<file path="src/design/ordered_list_insert_erase_macros.svh">
// assertion macros used by the ordered list design file
`ifndef ORDERED_LIST_INSERT_ERASE_MACROS_SVH
`define ORDERED_LIST_INSERT_ERASE_MACROS_SVH

`ifndef NO_ASSERTIONS

// a holds in a cycle -> b holds in that same cycle
`define OLIE_ASSERT_SAME(label, clk, rst_n, a, b) \
    label: assert property (@(posedge clk) disable iff (!rst_n) (a) |-> (b)) \
        else $error("olie assertion failed: same-cycle implication");

// a holds in a cycle -> b holds in the following cycle
`define OLIE_ASSERT_NEXT(label, clk, rst_n, a, b) \
    label: assert property (@(posedge clk) disable iff (!rst_n) (a) |=> (b)) \
        else $error("olie assertion failed: next-cycle implication");

`else

`define OLIE_ASSERT_SAME(label, clk, rst_n, a, b)
`define OLIE_ASSERT_NEXT(label, clk, rst_n, a, b)

`endif

`endif

</file>
<file path="src/design/olie_pkg.sv">
package olie_pkg;

    localparam int CAPACITY = 64;
    localparam int CNT_W    = $clog2(CAPACITY + 1);
    localparam int IDX_W    = $clog2(CAPACITY);
    localparam int POS_W    = 7;
    localparam int ECNT_W   = 7;
    localparam int VAL_W    = 32;
    localparam int CMD_W    = 2;
    localparam int STAT_W   = 2;
    localparam int DATA_W   = 40;

    typedef enum logic [CMD_W-1:0] {
        CMD_INSERT = 2'd0,
        CMD_ERASE  = 2'd1,
        CMD_DUMP   = 2'd2,
        CMD_NOP    = 2'd3
    } cmd_t;

    localparam logic [STAT_W-1:0] STAT_OK     = 2'd0;
    localparam logic [STAT_W-1:0] STAT_FULL   = 2'd1;
    localparam logic [STAT_W-1:0] STAT_BADPOS = 2'd2;
    localparam logic [STAT_W-1:0] STAT_EMPTY  = 2'd3;

    typedef enum logic {
        ST_IDLE,
        ST_DUMP
    } state_t;

    typedef enum logic [1:0] {
        CELL_HOLD,
        CELL_INSERT,
        CELL_ERASE,
        CELL_ROTATE
    } cell_op_t;

    // broadcast to every cell of the chain
    typedef struct packed {
        cell_op_t                 op;
        logic [POS_W-1:0]         pos;
        logic [IDX_W-1:0]         last_idx;
        logic signed [VAL_W-1:0]  value;
    } cell_ctrl_t;

endpackage

</file>
<file path="src/design/olie_cell.sv">
module olie_cell (
    input  logic                               clk,
    input  logic [olie_pkg::IDX_W-1:0]         idx,
    input  olie_pkg::cell_ctrl_t               ctrl,
    input  logic signed [olie_pkg::VAL_W-1:0]  left_val,
    input  logic signed [olie_pkg::VAL_W-1:0]  right_val,
    input  logic signed [olie_pkg::VAL_W-1:0]  head_val,
    output logic signed [olie_pkg::VAL_W-1:0]  entry
);
    import olie_pkg::*;

    logic signed [VAL_W-1:0] entry_reg;
    logic signed [VAL_W-1:0] entry_next;
    logic [POS_W-1:0]        my_pos;

    assign my_pos = POS_W'(idx);

    always_comb
    begin
        entry_next = entry_reg;
        case (ctrl.op)
            CELL_INSERT:
            begin
                if (my_pos > ctrl.pos)
                    entry_next = left_val;
                else if (my_pos == ctrl.pos)
                    entry_next = ctrl.value;
            end
            CELL_ERASE:
            begin
                if (my_pos >= ctrl.pos)
                    entry_next = right_val;
            end
            CELL_ROTATE:
            begin
                // the held run turns one place towards the head
                if (idx < ctrl.last_idx)
                    entry_next = right_val;
                else if (idx == ctrl.last_idx)
                    entry_next = head_val;
            end
            default:
            begin
                entry_next = entry_reg;
            end
        endcase
    end

    always_ff @(posedge clk)
    begin
        entry_reg <= entry_next;
    end

    assign entry = entry_reg;

endmodule

</file>
<file path="config.mk">
export PLATFORM = sky130hd
export DESIGN_NAME = olie_cell
export DESIGN_NICKNAME = d
export VERILOG_FILES = /design/src/design/ordered_list_insert_erase_macros.svh /design/src/design/olie_pkg.sv /design/src/design/olie_cell.sv
export SDC_FILE = /design/constraint.sdc
export NUM_CORES = 1
export LEC_CHECK = 0
export ABC_AREA = 1
export ABC_CLOCK_PERIOD_IN_PS = 9400
export BUFFER_PORTS_ARGS = -buffer_cell sky130_fd_sc_hd__buf_2
export CAP_MARGIN = 20
export CORE_UTILIZATION = 30
export DETAILED_ROUTE_END_ITERATION = 6
export PLACE_DENSITY = 0.59
export SKIP_CTS_REPAIR_TIMING = 1
export SYNTH_ARGS = -nofsm -noshare
export SYNTH_HDL_FRONTEND = slang
export SYNTH_SLANG_ARGS = --single-unit
export TNS_END_PERCENT = 50
</file>
<file path="constraint.sdc">
create_clock -name clk -period 9.4 [get_ports clk]
set_clock_uncertainty 0.1 [all_clocks]
set_input_delay 0.47 -clock clk [delete_from_list [all_inputs] [get_ports clk]]
set_output_delay 0.47 -clock clk [all_outputs]
set_load 0.03 [all_outputs]
</file>
==> results of run 1 <==
final cells by class:
cell class                 instances  area share
clock inverter                     2     0.00823
sequential                        32       0.226
timing repair buffer             181       0.213
multi-input combinational        301       0.394
clock buffer                       6      0.0171
tap                              136      0.0400
inverter                         116       0.102
per-stage QoR:
stage	std cells	util
2_1_floorplan	473	-
3_3_place_gp	766	0.396
3_5_place_dp	766	0.396
4_1_cts	774	0.407
5_1_grt	774	0.407
6_report	774	0.407
worst max-delay path, delay by kind of cell:
kind,cells,cell delay (ns)
AND/OR/NAND/NOR,5,1.57
adder cells (fa/ha/maj),1,0.31
buffers and inverters,1,0.12
AO/OA/AOI/OAI,1,0.12
cells in the mapped netlist, drive strengths merged:
library cell | instances | share of area
o22ai | 1 | 0.0019
inv | 96 | 0.11
nand2 | 158 | 0.22
nand3 | 112 | 0.21
clkinv | 20 | 0.023
or2 | 10 | 0.019
nor2 | 5 | 0.0096
buf | 24 | 0.063
edfxtp | 32 | 0.29
a21oi | 3 | 0.0057
ha | 12 | 0.046
where the power goes:
part	switching [uW]	internal (uW)
sequential	5.14	186
combinational	139	71.1
clock	51.6	78.7
cell families (layout without fill, tap and decap cells):
kind of cell | count (synthesis) | after routing | share of synthesized area
compound gates | 4 | 4 | 0.00765
simple gates | 285 | 285 | 0.456
flops | 32 | 32 | 0.294
buf+inv | 140 | 305 | 0.197
fa+ha+maj | 12 | 12 | 0.0459
cell usage in the layout (no fill, tap or decap):
master | synthesis | layout
sky130_fd_sc_hd__buf_2 | 10 | 181
sky130_fd_sc_hd__nand2_1 | 123 | 123
sky130_fd_sc_hd__inv_1 | 94 | 94
sky130_fd_sc_hd__nand3_1 | 91 | 91
sky130_fd_sc_hd__edfxtp_1 | 32 | 32
sky130_fd_sc_hd__nand2_2 | 31 | 31
sky130_fd_sc_hd__clkinv_1 | 20 | 20
sky130_fd_sc_hd__nand3_2 | 19 | 19
sky130_fd_sc_hd__ha_1 | 12 | 12
sky130_fd_sc_hd__or2_0 | 7 | 7
sky130_fd_sc_hd__clkbuf_8 | 0 | 5
sky130_fd_sc_hd__or2_2 | 3 | 3
sky130_fd_sc_hd__nor2_2 | 2 | 2
sky130_fd_sc_hd__nand3_4 | 2 | 2
sky130_fd_sc_hd__nand2_4 | 2 | 2
sky130_fd_sc_hd__inv_2 | 2 | 2
sky130_fd_sc_hd__a21oi_1 | 2 | 2
sky130_fd_sc_hd__nor2_4 | 1 | 2
sky130_fd_sc_hd__nand2_8 | 2 | 2
sky130_fd_sc_hd__a21oi_2 | 1 | 1
sky130_fd_sc_hd__nor2_1 | 2 | 1
sky130_fd_sc_hd__o22ai_1 | 1 | 1
sky130_fd_sc_hd__bufinv_16 | 0 | 1
sky130_fd_sc_hd__clkinv_2 | 0 | 1
sky130_fd_sc_hd__clkbuf_1 | 0 | 1
worst paths after layout:
check                 slack, ns  depth (start not counted)   endpoint
worst min-delay path       0.47                          5  entry[19]
worst max-delay path       6.60                          8  entry[30]
routing by layer:
metal | part of all wire | vias to the layer above | wire, um
li1 | - | 1772 | -
met1 | 0.40 | 1510 | 3820
met2 | 0.54 | 83 | 5200
met3 | 0.045 | 6 | 425
met4 | 0.010 | 0 | 100
met5 | 0 | - | 0
==> flow_summary.yaml, run 1 <==
run_status:
  run_status: "finished clean"
cells_and_area:
  fillerInstances: 1129
  drive_gt1_frac: 0.398
  post-route-cell-area_um2: 4260
  final_antenna_diode_count: 0
  layout-area-overhead-vs-synth_pct: 30.1
  largest_register_ffs: 32
  finalNetCount: 799
  multi_input_area_um2: 1680
  final-seq-area_um2: 961
power:
  vdd_ir_drop_max_mv: 0.0547
  cellLeakagePower_uw: 0.00248
  pwr_density_cell_nw_per_um2: 125
  finalPower_uw: 532
detailed_routing:
  num_vias: 3371
  wire_per_inst_um: 12.3
  antenna_left: 0
  vias_per_cell: 4.36
  detail_route.first_pass.iterations: 5
  drt-initial-drc-count: 158
  drc_errors: 0
  wl_um: 9540
sta:
  rsz_0062_raised_after_global_routing: "no"
  final-setup-viol-count: 0
  timing.setup.tns_ns: 0
  hold-worst-slack_ns: 0.466
  timing.final.crit_share: 0.297
  maxSlewViolCount: 0
  max-slew-margin-rel: 0.322
  final_period_minus_worst_setup_slack_ns: 2.80
  finalHoldViolCount: 0
  layout_setup_ws_ns: 6.60
  timing.fmax_mhz: 358
  max_slew.worst_pin.slew_ns: 1.02
global_routing:
  grt_most_used_layer: "met2"
  grtUsageMet2: 0.329
  antenna_found_initial: 0
  grt_use_met1: 0.182
  grt.overflow.total: 0
  grt_pass1_wl_um: 14900
  grt_pass1_vias: 3294
  grt_use_met3: 0.0239
  grt_max_degree: 45
  grt_usage: 0.166
clock_tree:
  cts_num_sinks: 32
  clk_pin_slew_ns: 0.07
  cts_h_tree_depth: 2
  cts_inserted_buffers: 5
  clock_tree.buffer_depth: 2
  tritoncts: "built"
  clock-root-buffer: "sky130_fd_sc_hd__clkbuf_8"
run:
  cap_viol_max_count: 0
yosys:
  yosysUniqueCellTypes: 24
  yosysSeqAreaShare: 0.294
  yosys_register_bits: 32
  synth.net_count: 635
  postSynthCellCount: 473
  syn-mean-instance-area_um2: 6.92
  ys_warn_count: 0
  syn-cell-area_um2: 3270
worst_setup_path:
  crit_path_start: "idx[5]"
  cp.required_ns: 9.20
  critical_path_peak_fanout: 34
  path_class: "in2reg"
  worst_ep_arrival_time_ns: 2.60
  crit_end_element: "register"
  critical-path-slowest-cell: "sky130_fd_sc_hd__nor2_4"
  crit_path_start_kind: "input port"
  crit_path_max_incr_delay_ns: 0.74
  path_cells: "buf_2 -> ha_1 -> nand2_1 -> nor2_4 -> nand3_4 -> nand2_1 -> o22ai_1 -> nor2_4"
floorplan:
  core.rowCount: 37
  die_height_um: 106
  ios: 182
  die_w_um: 106
  floorplan.initialDensity: 0.313
  design.die.area_um2: 11300
  core-area_um2: 10500
placed_design:
  place_hpwl_um: 7360
  dp_slack_ns: 6.25
  post_dp_cell_area_um2: 4150
  portBuffers: 181
  globalplace.congestion: 0.798
worst_hold_path:
  hp_start: "ctrl[19]"
  worstHoldPathType: "in2reg"
Power figures use the tool's default switching activity.
==> run 2, diff against run 1 <==
Settings changed: ABC_CLOCK_PERIOD_IN_PS 9400 to 2500, PLACE_DENSITY 0.59 to 0.61.
Clock period 9.4 ns to 2.5 ns, I/O delays scaled along.
==> run 2 against run 1 <==
Compared with the run above:
- sequential cell count stayed put
- highest routed layer unchanged
- sequential power increased to 3.8 times the previous value
- wire length about the same
- critical path depth grew 1
- combinational power rose to 3.8 times the previous value
- first-iteration DRC count grew 20%
- global-route usage increased by 0.29 points
- hold slack lost 0.35 ns
- non-clock buffer count is 9 higher
- clock power grew to 3.8 times the previous value
- largest cell class unchanged
- setup slack worse by 6.0 ns
==> flow_summary.yaml, run 2 (synthesized netlist as in run 1, its figures left out) <==
power:
  vdd_ir_drop_max_mv: 0.214
  pwr_density_cell_nw_per_um2: 467
  cellLeakagePower_uw: 0.00252
worst_setup_path:
  crit_path_start_kind: "input port"
  crit_path_start: "idx[5]"
  worstSetupEndpoint: "entry[17]"
  path_class: "in2reg"
  worst_ep_arrival_time_ns: 1.73
  cp.required_ns: 2.36
  crit_end_element: "register"
  critical_path_peak_fanout: 20
floorplan:
  ios: 182
  floorplan.initialDensity: 0.313
  core-area_um2: 10500
  die_height_um: 106
  die_w_um: 106
  design.die.area_um2: 11300
  core.rowCount: 37
cells_and_area:
  finalNetCount: 808
  largest_register_ffs: 32
  drive_gt1_frac: 0.406
  fillerInstances: 1138
  finish.utilization: 0.413
  most-common-layout-cells: "sky130_fd_sc_hd__buf_2 (181), sky130_fd_sc_hd__nand2_1 (123), sky130_fd_sc_hd__inv_1 (94)"
  layout-area-overhead-vs-synth_pct: 32.1
  final_antenna_diode_count: 0
  layout_commonest_cell: "sky130_fd_sc_hd__buf_2"
clock_tree:
  cts_h_tree_depth: 2
  cts_num_sinks: 32
  tritoncts: "built"
  clk_pin_slew_ns: 0.07
  clock_tree.buffer_depth: 2
  cts_inserted_buffers: 5
  clock-root-buffer: "sky130_fd_sc_hd__clkbuf_8"
detailed_routing:
  wire_per_inst_um: 12.2
  detail_route.first_pass.iterations: 5
  num_vias: 3459
  vias_per_cell: 4.42
  drc_errors: 0
  antenna_left: 0
  wl_um: 9540
  drt-initial-drc-count: 190
sta:
  max_slew.worst_pin.slew_ns: 0.544
  maxSlewViolCount: 0
  max-slew-margin-rel: 0.637
  timing.fmax_mhz: 535
  finalHoldViolCount: 0
  final-setup-viol-count: 0
  rsz_0062_raised_after_global_routing: "no"
  timing.final.crit_share: 0.748
  final_period_minus_worst_setup_slack_ns: 1.87
  timing.setup.tns_ns: 0
global_routing:
  grt_pass1_vias: 3349
  grt_max_degree: 35
  grt_pass1_wl_um: 15200
  grt_usage: 0.169
  antenna_found_initial: 0
  grt.overflow.total: 0
run_status:
  run_status: "finished clean"
placed_design:
  portBuffers: 181
  globalplace.congestion: 0.859
  place_hpwl_um: 7360
worst_hold_path:
  worstHoldPathType: "in2reg"
run:
  cap_viol_max_count: 0
-- run 2: cell count changes in the layout (fill, tap and decap cells not counted) --
cell                    delta
sky130_fd_sc_hd__buf_4     +9
-- run 2: power breakdown --
group          internal, uW  switching (uW)  total (uW)
Sequential              697            21.9         719
Clock                   296             199         495
Combinational           281             525         805
Total                  1270             746        2020
-- run 2: area by class of cell --
| cell class | instances | area, um^2 | area share |
|---|---|---|---|
| clock buffers | 6 | 72.6 | 0.0168 |
| clock inverters | 2 | 35.0 | 0.00810 |
| inverters | 116 | 435 | 0.101 |
| multi-input cells | 301 | 1680 | 0.388 |
| flip-flops and latches | 32 | 961 | 0.222 |
| well taps | 136 | 170 | 0.0394 |
| repair buffers | 190 | 973 | 0.225 |
-- run 2: metal layers --
metal | global-route usage | wire length, um | vias to the layer above
li1 | - | - | 1788
met1 | 0.202 | 3990 | 1535
met2 | 0.306 | 4780 | 123
met3 | 0.0245 | 595 | 13
met4 | 0.0568 | 166 | 0
met5 | 0 | 0 | -
-- run 2: worst max-delay path, stage by stage --
cell and delay, ns:
sky130_fd_sc_hd__buf_2 0.11, sky130_fd_sc_hd__ha_1 0.31, sky130_fd_sc_hd__nand2_1 0.09, sky130_fd_sc_hd__nor2_4 0.17
sky130_fd_sc_hd__nand3_4 0.26, sky130_fd_sc_hd__nand2_1 0.13, sky130_fd_sc_hd__o22ai_1 0.11, sky130_fd_sc_hd__nor2_4 0.11
sky130_fd_sc_hd__buf_4 0.30
-- run 2: how the worst min path moves through the flow --
stage	from	endpoint	slack [ns]	cells past startpoint
final	ctrl[22]	entry[22]	0.11	5
after floorplan	right_val[10]	entry[10]	0.30	3
after detailed placement	ctrl[22]	entry[22]	0.41	5
after CTS	ctrl[22]	entry[22]	0.10	5
after global routing	right_val[0]	entry[0]	0.13	5
after global placement	ctrl[26]	entry[26]	0.40	5
-- run 2: stage by stage --
step	setup slack, ns	power, uW	hold slack [ns]	cell area, um^2	std cells
3_3_place_gp	0.354	1530	0.405	4220	775
2_1_floorplan	0.0727	1290	0.297	3270	473
3_5_place_dp	0.313	1550	0.407	4220	775
6_report	0.631	2020	0.112	4320	783
4_1_cts	0.611	2050	0.105	4320	783
5_1_grt	0.484	2140	0.125	4320	783
